===== src/sv/assert_macros.svh =====
// assertion macros shared by the controller rtl
`ifndef ASSERT_MACROS_SVH
`define ASSERT_MACROS_SVH

// checked at every rising clock edge, quiet while reset is high
`define PDC_ASSERT(lbl, prop, msg) \
   lbl: assert property (@(posedge clock) disable iff (reset) prop) \
      else $error(msg);

// checked at every rising clock edge, reset included
`define PDC_ASSERT_RESET(lbl, prop, msg) \
   lbl: assert property (@(posedge clock) prop) else $error(msg);

`endif


===== src/sv/pdc_pkg.sv =====
// types, constants and arithmetic helpers of the pid controller
`timescale 1ns / 1ps

package pdc_pkg;

   localparam int DATA_WIDTH      = 16;
   localparam int FRAC_BITS       = 8;
   localparam int DW1             = DATA_WIDTH + 1;
   localparam int PROD_W          = 2 * DATA_WIDTH + 2;
   localparam int CLAMP_W         = PROD_W + 1;
   localparam int SUM_W           = DATA_WIDTH + 2;
   localparam int CSR_DATA_WIDTH  = 64;
   localparam int CSR_INDEX_WIDTH = 3;

   typedef logic signed [DATA_WIDTH-1:0] data_type;

   localparam data_type VAL_MAX = {1'b0, {(DATA_WIDTH-1){1'b1}}};
   localparam data_type VAL_MIN = {1'b1, {(DATA_WIDTH-1){1'b0}}};

   localparam logic signed [PROD_W-1:0] ROUND_HALF = PROD_W'((1 << FRAC_BITS) >> 1);

   // register reset values
   localparam logic        RST_DIRECTION       = 1'b1;
   localparam logic [31:0] RST_OUTPUT_LIMITS   = 32'h7FFF_8000;
   localparam logic [31:0] RST_INTEGRAL_LIMITS = 32'h7FFF_8000;
   localparam logic [63:0] RST_PD_LIMITS       = 64'h7FFF_8000_7FFF_8000;
   localparam logic [63:0] RST_INPUT_WINDOW    = 64'h7FFF_8000_0000_0000;

   typedef enum logic [CSR_INDEX_WIDTH-1:0] {
      CSR_KP              = 3'd0,
      CSR_KI_DT           = 3'd1,
      CSR_KD_DT           = 3'd2,
      CSR_DIRECTION       = 3'd3,
      CSR_OUTPUT_LIMITS   = 3'd4,
      CSR_INTEGRAL_LIMITS = 3'd5,
      CSR_PD_LIMITS       = 3'd6,
      CSR_INPUT_WINDOW    = 3'd7
   } csr_index_type;

   typedef struct packed {
      logic     mode;
      data_type sample;
   } req_payload_type;

   typedef struct packed {
      data_type control_out;
      logic     updated;
      logic     out_limited;
      logic     p_limited;
      logic     i_limited;
      logic     d_limited;
   } rsp_payload_type;

   typedef struct packed {
      data_type kp;
      data_type ki_dt;
      data_type kd_dt;
      logic     direction;
      data_type out_lo;
      data_type out_hi;
      data_type int_lo;
      data_type int_hi;
      data_type p_lo;
      data_type p_hi;
      data_type d_lo;
      data_type d_hi;
      data_type trig_lo;
      data_type trig_hi;
      data_type con_lo;
      data_type con_hi;
   } cfg_type;

   typedef struct packed {
      logic     valid;
      logic     clear;
      logic     counted;
      data_type x;
   } stage_a_type;

   typedef struct packed {
      logic valid;
      logic updated;
   } stage_b_type;

   typedef struct packed {
      data_type p;
      data_type i;
      data_type d;
   } terms_type;

   // saturate a one-bit-wider value to the data range
   function automatic data_type sat_fn(input logic signed [DW1-1:0] v);
      data_type r;
      if (v > DW1'(VAL_MAX)) r = VAL_MAX;
      else if (v < DW1'(VAL_MIN)) r = VAL_MIN;
      else r = DATA_WIDTH'(v);
      return r;
   endfunction

   // lower limit checked first; with crossed limits it wins only for values below it
   function automatic data_type clamp_fn(input logic signed [CLAMP_W-1:0] v,
                                         input data_type lo, input data_type hi);
      data_type r;
      if (v < CLAMP_W'(lo)) r = lo;
      else if (v > CLAMP_W'(hi)) r = hi;
      else r = DATA_WIDTH'(v);
      return r;
   endfunction

   // fixed-point product, rounded to nearest with ties upward
   function automatic logic signed [PROD_W-1:0] fxmul_fn(input data_type gain,
                                                         input logic signed [DW1-1:0] value);
      logic signed [PROD_W-1:0] prod;
      prod = PROD_W'(gain) * PROD_W'(value);
      return (prod + ROUND_HALF) >>> FRAC_BITS;
   endfunction

endpackage


===== src/sv/pdc_csr.sv =====
// configuration registers and their unpacking into limit fields
`timescale 1ns / 1ps

module pdc_csr (
   input  logic                                 clock,
   input  logic                                 reset,
   input  logic                                 csr_write,
   input  logic [pdc_pkg::CSR_INDEX_WIDTH-1:0]  csr_index,
   input  logic [pdc_pkg::CSR_DATA_WIDTH-1:0]   csr_wdata,
   output pdc_pkg::cfg_type                     cfg
);
   import pdc_pkg::*;

   data_type    kp_ff, ki_dt_ff, kd_dt_ff;
   logic        direction_ff;
   logic [31:0] output_limits_ff, integral_limits_ff;
   logic [63:0] pd_limits_ff, input_window_ff;

   always_ff @(posedge clock) begin
      if (reset) begin
         kp_ff              <= '0;
         ki_dt_ff           <= '0;
         kd_dt_ff           <= '0;
         direction_ff       <= RST_DIRECTION;
         output_limits_ff   <= RST_OUTPUT_LIMITS;
         integral_limits_ff <= RST_INTEGRAL_LIMITS;
         pd_limits_ff       <= RST_PD_LIMITS;
         input_window_ff    <= RST_INPUT_WINDOW;
      end else if (csr_write) begin
         unique case (csr_index_type'(csr_index))
            CSR_KP:              kp_ff              <= csr_wdata[DATA_WIDTH-1:0];
            CSR_KI_DT:           ki_dt_ff           <= csr_wdata[DATA_WIDTH-1:0];
            CSR_KD_DT:           kd_dt_ff           <= csr_wdata[DATA_WIDTH-1:0];
            CSR_DIRECTION:       direction_ff       <= csr_wdata[0];
            CSR_OUTPUT_LIMITS:   output_limits_ff   <= csr_wdata[31:0];
            CSR_INTEGRAL_LIMITS: integral_limits_ff <= csr_wdata[31:0];
            CSR_PD_LIMITS:       pd_limits_ff       <= csr_wdata;
            CSR_INPUT_WINDOW:    input_window_ff    <= csr_wdata;
            default: ;
         endcase
      end
   end

   always_comb begin
      cfg.kp        = kp_ff;
      cfg.ki_dt     = ki_dt_ff;
      cfg.kd_dt     = kd_dt_ff;
      cfg.direction = direction_ff;
      cfg.out_lo    = output_limits_ff[DATA_WIDTH-1:0];
      cfg.out_hi    = output_limits_ff[2*DATA_WIDTH-1:DATA_WIDTH];
      cfg.int_lo    = integral_limits_ff[DATA_WIDTH-1:0];
      cfg.int_hi    = integral_limits_ff[2*DATA_WIDTH-1:DATA_WIDTH];
      cfg.p_lo      = pd_limits_ff[DATA_WIDTH-1:0];
      cfg.p_hi      = pd_limits_ff[2*DATA_WIDTH-1:DATA_WIDTH];
      cfg.d_lo      = pd_limits_ff[3*DATA_WIDTH-1:2*DATA_WIDTH];
      cfg.d_hi      = pd_limits_ff[4*DATA_WIDTH-1:3*DATA_WIDTH];
      cfg.trig_lo   = input_window_ff[DATA_WIDTH-1:0];
      cfg.trig_hi   = input_window_ff[2*DATA_WIDTH-1:DATA_WIDTH];
      cfg.con_lo    = input_window_ff[3*DATA_WIDTH-1:2*DATA_WIDTH];
      cfg.con_hi    = input_window_ff[4*DATA_WIDTH-1:3*DATA_WIDTH];
   end

endmodule


===== src/sv/pdc_front.sv =====
// input register with deadband, window test and trigger offset
`timescale 1ns / 1ps

module pdc_front (
   input  logic                      clock,
   input  logic                      reset,
   input  logic                      req_valid,
   output logic                      req_ready,
   input  pdc_pkg::req_payload_type  req_data,
   input  pdc_pkg::cfg_type          cfg,
   input  logic                      b_ready,
   output pdc_pkg::stage_a_type      a_out
);
   import pdc_pkg::*;

   logic     a_valid_ff, a_clear_ff, a_counted_ff;
   data_type a_x_ff;
   logic     clear_in, counted_in, in_window;
   data_type x_in;
   logic     take;

   assign req_ready = !a_valid_ff || b_ready;
   assign take      = req_valid && req_ready;

   // clear mode tested first, then the upper trigger
   always_comb begin
      in_window  = (req_data.sample <= cfg.con_hi) && (req_data.sample >= cfg.con_lo);
      clear_in   = 1'b0;
      counted_in = 1'b0;
      x_in       = '0;
      if (req_data.mode) begin
         clear_in = 1'b1;
      end else if (req_data.sample >= cfg.trig_hi) begin
         counted_in = in_window;
         x_in       = sat_fn(DW1'(req_data.sample) - DW1'(cfg.trig_hi));
      end else if (req_data.sample <= cfg.trig_lo) begin
         counted_in = in_window;
         x_in       = sat_fn(DW1'(req_data.sample) - DW1'(cfg.trig_lo));
      end
   end

   always_ff @(posedge clock) begin
      if (reset) begin
         a_valid_ff <= 1'b0;
      end else if (req_ready) begin
         a_valid_ff <= req_valid;
      end
   end

   always_ff @(posedge clock) begin
      if (take) begin
         a_clear_ff   <= clear_in;
         a_counted_ff <= counted_in;
         a_x_ff       <= x_in;
      end
   end

   assign a_out = '{valid: a_valid_ff, clear: a_clear_ff, counted: a_counted_ff, x: a_x_ff};

endmodule


===== src/sv/pdc_terms.sv =====
// p, i and d term update with the integral and previous-value state
`timescale 1ns / 1ps

`include "assert_macros.svh"

module pdc_terms (
   input  logic                  clock,
   input  logic                  reset,
   input  pdc_pkg::stage_a_type  a,
   input  pdc_pkg::cfg_type      cfg,
   output logic                  b_ready,
   input  logic                  c_ready,
   output pdc_pkg::stage_b_type  b_out,
   output pdc_pkg::terms_type    terms
);
   import pdc_pkg::*;

   data_type p_term_ff, i_term_ff, d_term_ff, prev_ff;
   data_type p_term_in, i_term_in, d_term_in, prev_in;
   logic     b_valid_ff, b_updated_ff;
   logic     adv;

   logic signed [DW1-1:0]     delta;
   logic signed [PROD_W-1:0]  p_raw, d_raw, di;
   logic signed [CLAMP_W-1:0] i_sum;
   data_type                  p_cl, d_cl, i_cl, p_neg, d_neg;

   assign b_ready = !b_valid_ff || c_ready;
   assign adv     = a.valid && b_ready;

   always_comb begin
      delta = DW1'(a.x) - DW1'(prev_ff);
      p_raw = fxmul_fn(cfg.kp, DW1'(a.x));
      d_raw = fxmul_fn(cfg.kd_dt, delta);
      di    = fxmul_fn(cfg.ki_dt, DW1'(a.x));
      p_cl  = clamp_fn(CLAMP_W'(p_raw), cfg.p_lo, cfg.p_hi);
      d_cl  = clamp_fn(CLAMP_W'(d_raw), cfg.d_lo, cfg.d_hi);
      // reverse sense subtracts in the integral
      if (cfg.direction) i_sum = CLAMP_W'(i_term_ff) + CLAMP_W'(di);
      else               i_sum = CLAMP_W'(i_term_ff) - CLAMP_W'(di);
      i_cl  = clamp_fn(i_sum, cfg.int_lo, cfg.int_hi);
      p_neg = sat_fn(-DW1'(p_cl));
      d_neg = sat_fn(-DW1'(d_cl));
   end

   always_comb begin
      p_term_in = p_term_ff;
      i_term_in = i_term_ff;
      d_term_in = d_term_ff;
      prev_in   = prev_ff;
      if (a.clear) begin
         p_term_in = '0;
         i_term_in = '0;
         d_term_in = '0;
      end else if (a.counted) begin
         p_term_in = cfg.direction ? p_cl : p_neg;
         i_term_in = i_cl;
         d_term_in = cfg.direction ? d_cl : d_neg;
         prev_in   = a.x;
      end
   end

   always_ff @(posedge clock) begin
      if (reset) begin
         p_term_ff  <= '0;
         i_term_ff  <= '0;
         d_term_ff  <= '0;
         prev_ff    <= '0;
         b_valid_ff <= 1'b0;
      end else begin
         if (adv) begin
            p_term_ff <= p_term_in;
            i_term_ff <= i_term_in;
            d_term_ff <= d_term_in;
            prev_ff   <= prev_in;
         end
         if (b_ready) b_valid_ff <= a.valid;
      end
   end

   always_ff @(posedge clock) begin
      if (adv) b_updated_ff <= a.counted && !a.clear;
   end

   assign b_out = '{valid: b_valid_ff, updated: b_updated_ff};
   assign terms = '{p: p_term_ff, i: i_term_ff, d: d_term_ff};

   `PDC_ASSERT(a_clear_zeroes_terms, adv && a.clear |=> p_term_ff == '0 && i_term_ff == '0 && d_term_ff == '0, "clear beat left a term nonzero")
   `PDC_ASSERT(a_prev_holds, !(adv && a.counted) |=> $stable(prev_ff), "previous value moved without a counted beat")
   `PDC_ASSERT(a_terms_hold, !adv |=> $stable(p_term_ff) && $stable(i_term_ff) && $stable(d_term_ff), "terms moved while the stage held")

endmodule


===== src/sv/pdc_out.sv =====
// term sum, output clamp, limit flags and result register
`timescale 1ns / 1ps

`include "assert_macros.svh"

module pdc_out (
   input  logic                      clock,
   input  logic                      reset,
   input  pdc_pkg::stage_b_type      b,
   input  pdc_pkg::terms_type        terms,
   input  pdc_pkg::cfg_type          cfg,
   output logic                      c_ready,
   output logic                      rsp_valid,
   input  logic                      rsp_ready,
   output pdc_pkg::rsp_payload_type  rsp_data
);
   import pdc_pkg::*;

   logic                    rsp_valid_ff;
   rsp_payload_type         rsp_data_ff, rsp_data_in;
   logic signed [SUM_W-1:0] sum;
   logic                    adv;

   assign c_ready = !rsp_valid_ff || rsp_ready;
   assign adv     = b.valid && c_ready;

   always_comb begin
      sum = SUM_W'(terms.p) + SUM_W'(terms.i) + SUM_W'(terms.d);
      rsp_data_in.control_out = clamp_fn(CLAMP_W'(sum), cfg.out_lo, cfg.out_hi);
      rsp_data_in.updated     = b.updated;
      rsp_data_in.out_limited = (sum >= SUM_W'(cfg.out_hi)) || (sum <= SUM_W'(cfg.out_lo));
      rsp_data_in.p_limited   = (terms.p >= cfg.p_hi) || (terms.p <= cfg.p_lo);
      rsp_data_in.i_limited   = (terms.i >= cfg.int_hi) || (terms.i <= cfg.int_lo);
      rsp_data_in.d_limited   = (terms.d >= cfg.d_hi) || (terms.d <= cfg.d_lo);
   end

   always_ff @(posedge clock) begin
      if (reset) begin
         rsp_valid_ff <= 1'b0;
      end else if (c_ready) begin
         rsp_valid_ff <= b.valid;
      end
   end

   always_ff @(posedge clock) begin
      if (adv) rsp_data_ff <= rsp_data_in;
   end

   assign rsp_valid = rsp_valid_ff;
   assign rsp_data  = rsp_data_ff;

   `PDC_ASSERT_RESET(a_rsp_idle_after_reset, reset |=> !rsp_valid_ff, "result valid right after reset")

endmodule


===== src/sv/pid_deadband_clamped_controller.sv =====
// top level of the pid controller with input deadband and clamped terms
`timescale 1ns / 1ps

//  channel   direction  handshake              payload
//  req       in         req_valid/req_ready    req_data: mode, sample
//  rsp       out        rsp_valid/rsp_ready    rsp_data: control_out, updated, flags
//  csr       in         csr_write              csr_index, csr_wdata
//
//  one beat per cycle sustained while rsp is not stalled; a result passes
//  through the input register, term register and result register
//  the integral and previous-value recurrence closes inside the term stage,
//  which is what holds the rate at one beat per cycle
//  reset (synchronous) empties the pipe, zeroes the terms and loads the
//  register defaults; no clearing pass is needed
//  a stalled rsp holds each full stage whose successor is full; req_ready
//  drops only once all three stages are full

module pid_deadband_clamped_controller (
   input  logic                                 clock,
   input  logic                                 reset,
   input  logic                                 req_valid,
   output logic                                 req_ready,
   input  pdc_pkg::req_payload_type             req_data,
   output logic                                 rsp_valid,
   input  logic                                 rsp_ready,
   output pdc_pkg::rsp_payload_type             rsp_data,
   input  logic                                 csr_write,
   input  logic [pdc_pkg::CSR_INDEX_WIDTH-1:0]  csr_index,
   input  logic [pdc_pkg::CSR_DATA_WIDTH-1:0]   csr_wdata
);
   import pdc_pkg::*;

   cfg_type     cfg;      // unpacked gains and limits
   stage_a_type a_stage;  // offset sample and its count decision
   stage_b_type b_stage;  // marks a beat whose terms sit in the state
   terms_type   terms;    // current p, i and d
   logic        b_ready;  // term stage can take a beat
   logic        c_ready;  // result register can take a beat

   // configuration registers
   pdc_csr u_csr (
      .clock     (clock),
      .reset     (reset),
      .csr_write (csr_write),
      .csr_index (csr_index),
      .csr_wdata (csr_wdata),
      .cfg       (cfg)
   );

   // deadband, window and trigger subtraction into the input register
   pdc_front u_front (
      .clock     (clock),
      .reset     (reset),
      .req_valid (req_valid),
      .req_ready (req_ready),
      .req_data  (req_data),
      .cfg       (cfg),
      .b_ready   (b_ready),
      .a_out     (a_stage)
   );

   // three products, term clamps and the integral update
   pdc_terms u_terms (
      .clock   (clock),
      .reset   (reset),
      .a       (a_stage),
      .cfg     (cfg),
      .b_ready (b_ready),
      .c_ready (c_ready),
      .b_out   (b_stage),
      .terms   (terms)
   );

   // sum, output clamp and flags into the result register
   pdc_out u_out (
      .clock     (clock),
      .reset     (reset),
      .b         (b_stage),
      .terms     (terms),
      .cfg       (cfg),
      .c_ready   (c_ready),
      .rsp_valid (rsp_valid),
      .rsp_ready (rsp_ready),
      .rsp_data  (rsp_data)
   );

endmodule

===== config.mk =====
export PLATFORM = sky130hd
export DESIGN_NAME = pid_deadband_clamped_controller
export DESIGN_NICKNAME = d
export VERILOG_FILES = /design/src/sv/pdc_pkg.sv /design/src/sv/pdc_csr.sv /design/src/sv/pdc_front.sv /design/src/sv/pdc_terms.sv /design/src/sv/pdc_out.sv /design/src/sv/pid_deadband_clamped_controller.sv
export VERILOG_INCLUDE_DIRS = /design/src /design/src/sv
export SDC_FILE = /design/constraint.sdc
export NUM_CORES = 2
export LEC_CHECK = 0
export ABC_AREA = 1
export BUFFER_PORTS_ARGS = -buffer_cell sky130_fd_sc_hd__buf_2
export CAP_MARGIN = 20
export CELL_PAD_IN_SITES_DETAIL_PLACEMENT = 0
export CELL_PAD_IN_SITES_GLOBAL_PLACEMENT = 1
export CORE_MARGIN = 2
export CORE_UTILIZATION = 50
export CTS_BUF_LIST = sky130_fd_sc_hd__clkbuf_16
export DETAILED_ROUTE_END_ITERATION = 7
export GPL_TIMING_DRIVEN = 0
export PLACE_DENSITY_LB_ADDON = 0.1
export SYNTH_ARGS = -nofsm -noshare
export SYNTH_HDL_FRONTEND = slang
export SYNTH_SLANG_ARGS = --single-unit

===== constraint.sdc =====
create_clock -name clock -period 16.6 [get_ports clock]
set_input_delay 0.83 -clock clock [delete_from_list [all_inputs] [get_ports clock]]
set_output_delay 0.83 -clock clock [all_outputs]
set_load 0.01 [all_outputs]

=== After elaboration in Yosys (flattened, before gate mapping) ===
Index checks and enable logic that the tools add are counted.

* Eq/ne operators: 7
* Muxes and demuxes: 30
* Magnitude comparators: 28
* $add $sub $neg: 12
* Multipliers: 3
* Bitwise logic cells: 1
* Reduce and logical (&&, ||, !) cells: 28

{| class="wikitable"
|+ Operator list
! kind !! number
|-
| 16-bit two-way mux || 26
|-
| 16-bit greater-or-equal comparator || 5
|-
| 16-bit <= comparator || 5
|-
| 17-bit by 16-bit > comparator with 1-bit output (second input constant) || 4
|-
| 17-bit by 16-bit less-than comparator with 1-bit output (second input constant) || 4
|-
| 32-bit by 9-bit adder with 33-bit output (second input constant) || 2
|-
| 16-bit by 16-bit multiplier with 32-bit output || 2
|-
| 26-bit by 16-bit > comparator with 1-bit output || 2
|-
| 26-bit by 16-bit less-than comparator with 1-bit output || 2
|-
| 16-bit by 16-bit subtractor with 17-bit output || 3
|-
| 35-bit by 16-bit > comparator with 1-bit output || 1
|-
| 35-bit by 16-bit less-than comparator with 1-bit output || 1
|-
| 35-bit two-way mux || 1
|-
| 33-bit by 9-bit adder with 34-bit output (second input constant) || 1
|-
| 16-bit negator with 17-bit output || 2
|-
| 16-bit by 17-bit multiplier with 33-bit output || 1
|-
| 16-bit by 26-bit adder with 27-bit output || 1
|-
| 16-bit by 26-bit subtractor with 27-bit output || 1
|-
| 17-bit by 16-bit adder with 18-bit output || 1
|-
| 18-bit by 16-bit greater-or-equal comparator with 1-bit output || 1
|-
| 18-bit by 16-bit > comparator with 1-bit output || 1
|-
| 18-bit by 16-bit <= comparator with 1-bit output || 1
|-
| 18-bit by 16-bit less-than comparator with 1-bit output || 1
|-
| 2-bit AND reduction || 9
|-
| 12 further kinds || 31
|}

* Input bits: 89
* Flip-flop bits (word level): 348
* Word-level logic and storage cells: 134
* Output and inout port bits: 23

=== Depth between registers and ports, before layout ===
* Depth in word-level cells: 13
* Gate-level depth with buffers: 82
* Gate-level depth less buffers: 81

=== Cells and area by module ===
A second synthesis with hierarchy kept.

* Cell total of the unflattened synthesis: 8,358
* Area total of the unflattened synthesis: 60,556.8 µm²

{| class="wikitable"
|+ Modules (own cells, without submodules)
! module !! cells an instance !! instances !! area each (µm²) !! sequential area each (µm²)
|-
| pdc_terms || 5,512 || 1 || 41,315.9 || 1,331.3
|-
| pdc_csr || 1,283 || 1 || 9,054.9 || 4,824.6
|-
| pdc_out || 858 || 1 || 5,931.9 || 650.6
|-
| pdc_front || 705 || 1 || 4,254.1 || 560.5
|}

=== Worst setup path after synthesis ===
OpenSTA, ideal clock, no wires.

* Path kind: register to register
* From: reg u_front.a_x_ff[0]
* To: reg u_terms.d_term_ff[5]
* Path buffers: 2
* Clock period less this slack: 11.453 ns
* Cell stages (with the launch flop): 74
* Library setup time: 0.070 ns
* Arrival time: 11.382 ns
* Path slack: 5.147 ns
* Data required time: 16.530 ns
* Path through: edfxtp_1 clkbuf_1 inv_1 ha_1 fa_1 o21ai_0 nand2_1 nand2_1 a21oi_1 or2_2 nand2_1 a21oi_1 or2_2 nand2_1 a21oi_1 inv_1 nand3_1 nand2_1 [38 not listed] nand2_1 nand2_1 nand2_2 o21ai_0 inv_1 nand2_1 nand2_2 ha_1 nor2_1 nand4_1 nor2_1 nand4_1 nor2_1 nand4_1 nand2_2 buf_6 o21bai_2 a21oi_1

* Word-level cells in the longest chain between the ends: 13
* Elaborated cells between the ends (all ways): 15
* Classes of those cells: 3 x add/sub; 1 x mul; 4 x order compare; 7 x mux

{| class="wikitable"
|+ Ends and longest elaborated chain
! element !! RTL line !! source
|-
| from (decl) || pdc_front.sv:17 || <nowiki>data_type a_x_ff;</nowiki>
|-
| from (signal assigned) || pdc_front.sv:54 || <nowiki>a_x_ff <= x_in;</nowiki>
|-
| 16-bit by 16-bit subtractor with 17-bit output (*) || pdc_terms.sv:32 || <nowiki>delta = DW1'(a.x) - DW1'(prev_ff);</nowiki>
|-
| 16-bit by 17-bit multiplier with 33-bit output (*) || pdc_pkg.sv:114 || <nowiki>prod = PROD_W'(gain) * PROD_W'(value);</nowiki>
|-
| 33-bit by 9-bit adder with 34-bit output (*) || pdc_pkg.sv:115 || <nowiki>return (prod + ROUND_HALF) >>> FRAC_BITS;</nowiki>
|-
| 26-bit by 16-bit > comparator with 1-bit output || pdc_pkg.sv:105 || <nowiki>else if (v > CLAMP_W'(hi)) r = hi;</nowiki>
|-
| 16-bit two-way mux || pdc_pkg.sv:105 ||
|-
| 16-bit two-way mux (*) || pdc_pkg.sv:104 || <nowiki>if (v < CLAMP_W'(lo)) r = lo;</nowiki>
|-
| 16-bit negator with 17-bit output || pdc_terms.sv:43 || <nowiki>d_neg = sat_fn(-DW1'(d_cl));</nowiki>
|-
| 17-bit by 16-bit less-than comparator with 1-bit output || pdc_pkg.sv:95 || <nowiki>else if (v < DW1'(VAL_MIN)) r = VAL_MIN;</nowiki>
|-
| 16-bit two-way mux || pdc_pkg.sv:95 ||
|-
| 16-bit two-way mux || pdc_pkg.sv:94 || <nowiki>if (v > DW1'(VAL_MAX)) r = VAL_MAX;</nowiki>
|-
| 16-bit two-way mux (*) || pdc_terms.sv:58 || <nowiki>d_term_in = cfg.direction ? d_cl : d_neg;</nowiki>
|-
| 16-bit two-way mux (*) || pdc_terms.sv:55 || <nowiki>end else if (a.counted) begin</nowiki>
|-
| 16-bit two-way mux (*) || pdc_terms.sv:51 || <nowiki>if (a.clear) begin</nowiki>
|-
| to (signal assigned) || pdc_terms.sv:74 || <nowiki>d_term_ff <= d_term_in;</nowiki>
|-
| to (decl) || pdc_terms.sv:18 || <nowiki>data_type p_term_ff, i_term_ff, d_term_ff, prev_ff;</nowiki>
|}

Mark *: on every way between the ends. The rest lies on a longest branch, timed or not. The select of a mux whose other input is x is not followed.
A chain may end at the register's enable or synchronous reset.

=== Worst setup path in the final report ===
Ends and elaborated chain as after synthesis.

==> out/qor.csv <==
metric;value;unit
grt_usage;34.2;%
crit_cells;65;
min_path_type;reg -> reg;
syn2layout_area_growth;6.64;%
syn_area_per_cell;7.65;um^2
post_cts_buffers;0;
min_period;15130;ps
gp_congestion;0.977;
wire_per_inst;21.6;um
hold_viol;0;
cp_common_cell;nand2_1;
fin_util;53.8;%
place_hpwl;167;mm
rsz0062_at_grt;false;
port_buffers;111;
slowest_stage;o21ai_0;
slowest_delay;890;ps
num_vias;50550;
die_x;344;um
ant_nets;0;
status;completed;
seqCellArea;7370;um^2
grt_antenna_before_repair;11;
worstHoldPathCells;2;
fin_nets;9262;
routed_via_density;5.47;
fin_setup_tns;0;ps
ctsResizeCount;0;
ys_seq_area_share;12.8;%
fillCellCount;11336;
yosys_warnings;0;
startpoint_type;flip-flop;
synthCells;7536;
synth_cell_type_count;58;
clk_path_buf_depth;3;
ios;112;
crit_family;adder cells;
syn_nets;9104;
clk_pin_slew;70;ps
max_cap_viol_count;0;
start_util;50.4;%
fin_crit_sh;91.2;%
worst_slew_margin_rel;22.4;%
cts_sinks;348;
path_max_fanout;10;
crit_required;17050;ps
reg2reg_from;u_front.a_x_ff[0]$_SDFFCE_PP0P_;
clock_skew;43.1;ps
fp.coreArea;114000;um^2
fmax;0.0661;GHz
clock_latency;610;ps
ys_seq_elements;348;
ys_async_sr_fraction;0;%
fp.dieH;344;um
root_buffer;clkbuf_16;
crit_start;u_front.a_x_ff[0]$_SDFFCE_PP0P_;
drt_first_pass_iters;8;
dieArea;118000;um^2
std_cell_rows;124;
drt-initial-drc-count;4295;
crit_buf_inv;15;
slew_viol_final;0;
p_leak;0.0323;uW
tritoncts;built;
grt_pass1_vias;49337;
multiInputGateArea;43200;um^2
ys.flop_type;dfxtp_1;
reg2regPathDepth;65;
synth_edf_count;40;
route.detailed.drc;0;
synth_area;57700;um^2
ir_drop;0.106;mV
holdBufCountCts;0;
end_kind;flip-flop;
critPathKind;reg -> reg;
cts_buffers;41;
hold_path.startpoint;u_terms.prev_ff[10]$_SDFFE_PP0P_;
drive_gt1_share;3.96;%
drt-total-wl;200;mm
grt_remaining_overflow;0;
cp.arrival;15580;ps
power_density;108;nW/um^2
grt_pass1_wl;304;mm
final-setup-viol-count;0;
grt_max_degree;19;
worst_pin_slew;1160;ps
htree_levels;2;
[layout by cell type (no fill, tap or decap), types with 43 or more instances in the layout]
cell type     n
inv_1      1584
nand2_1    1560
fa_1        830
ha_1        649
a21oi_1     583
nor2_1      452
o21ai_0     409
dfxtp_1     308
clkbuf_1    256
nand3_1     179
xor2_1      128
buf_2       118
o211ai_1    106
xnor2_1      79
nand4_1      53
or2_2        44
clkbuf_16    43
[path summary, 6_finish.rpt]
| check | endpoint | slack (ps) |
|---|---|---|
| max reg2reg | u_terms.d_term_ff[5]$_SDFFE_PP0P_ | 1470 |
| max | u_terms.d_term_ff[5]$_SDFFE_PP0P_ | 1470 |
| min reg2reg | u_terms.prev_ff[10]$_SDFFE_PP0P_ | 460 |
| min | u_terms.prev_ff[10]$_SDFFE_PP0P_ | 460 |
[synth_stat cells (all sizes together), types with 2 or more instances]
library cell / number / area [um^2]
o211ai: 106 / 796
buf: 19 / 144
nor2: 459 / 1770
nor3: 37 / 190
a31oi: 15 / 93.8
ha: 649 / 8120
and3: 2 / 12.5
nor4: 15 / 93.8
a21o: 13 / 97.6
nand4: 53 / 332
xor2: 128 / 1120
a221oi: 5 / 43.8
nand3: 187 / 983
inv: 1580 / 5940
a211oi: 15 / 113
a21oi: 584 / 2920
o221a: 3 / 33.8
o31ai: 4 / 30.0
xnor2: 79 / 692
o21a: 7 / 52.6
o21ai: 415 / 2080
clkbuf: 256 / 961
nand3b: 10 / 75.1
a21boi: 2 / 15.0
dfxtp: 308 / 6170
edfxtp: 40 / 1200
o221ai: 12 / 105
or2: 44 / 275
o2111ai: 5 / 43.8
clkinv: 15 / 56.3
fa: 830 / 16600
o21bai: 33 / 285
nand2: 1596 / 6120
[worst min-delay path, stage by stage, from the launching register on]
cell,delay (ps)
dfxtp_1,290
inv_1,60
a21oi_1,60
[flip-flops by register name, summed over array words and instances (netlist names), 21 cells and up]
name	count
u_csr.integral_limits_ff	32
u_csr.pd_limits_ff	64
u_csr.input_window_ff	64
u_out.rsp_data	21
u_csr.output_limits_ff	32
[routing by layer]
metal / track usage (%) / routed length, um / up-vias
met5: 0 / 25 / -
met2: 54.1 / 89700 / 1828
met1: 48.8 / 88300 / 24670
met3: 4.38 / 14600 / 300
met4: 10.9 / 6970 / 4
li1: - / - / 23748
[final cells by class]
class / count / area share, %
well taps: 1512 / 3.08
flip-flops and latches: 348 / 12.0
clock buffers: 43 / 1.75
diodes: 8 / 0.0326
repair buffers: 115 / 0.977
inverters: 1595 / 9.74
clock inverters: 31 / 0.385
plain buffers: 275 / 1.80
multi-input cells: 5318 / 70.3
[kinds of logic (layout without fill, tap and decap cells)]
kind of cell,count (synthesis),after routing,synth area share [%]
simple gates,2406,2406,17.1
buf+inv,1870,2059,12.3
fa+ha+maj,1479,1479,42.9
compound gates,1226,1226,11.8
flops,348,348,12.8
xor+xnor,207,207,3.14
other cells,0,8,0
[stage by stage]
| stage | cell area (um^2) | total power (uW) | std cells | hold slack [ps] | setup slack [ps] |
|---|---|---|---|---|---|
| finish | 61500 | 6640 | 9245 | 456 | 1470 |
| global route | 61500 | 7230 | 9237 | 475 | 440 |
| CTS | 61400 | 6570 | 9235 | 452 | 1690 |
| detailed placement | 60100 | 5620 | 9161 | 450 | 1790 |
| global placement | 60100 | 5590 | 9159 | 443 | 1260 |
| floorplan | 57700 | 4280 | 7536 | 400 | 5150 |
[report_power, final]
part / internal, uW / leakage, uW / switching, uW
sequential: 909 / 0.00289 / 50.6
combinational: 1530 / 0.0287 / 3230
clock: 504 / 0.000671 / 412
Power figures use the tool's default switching activity.
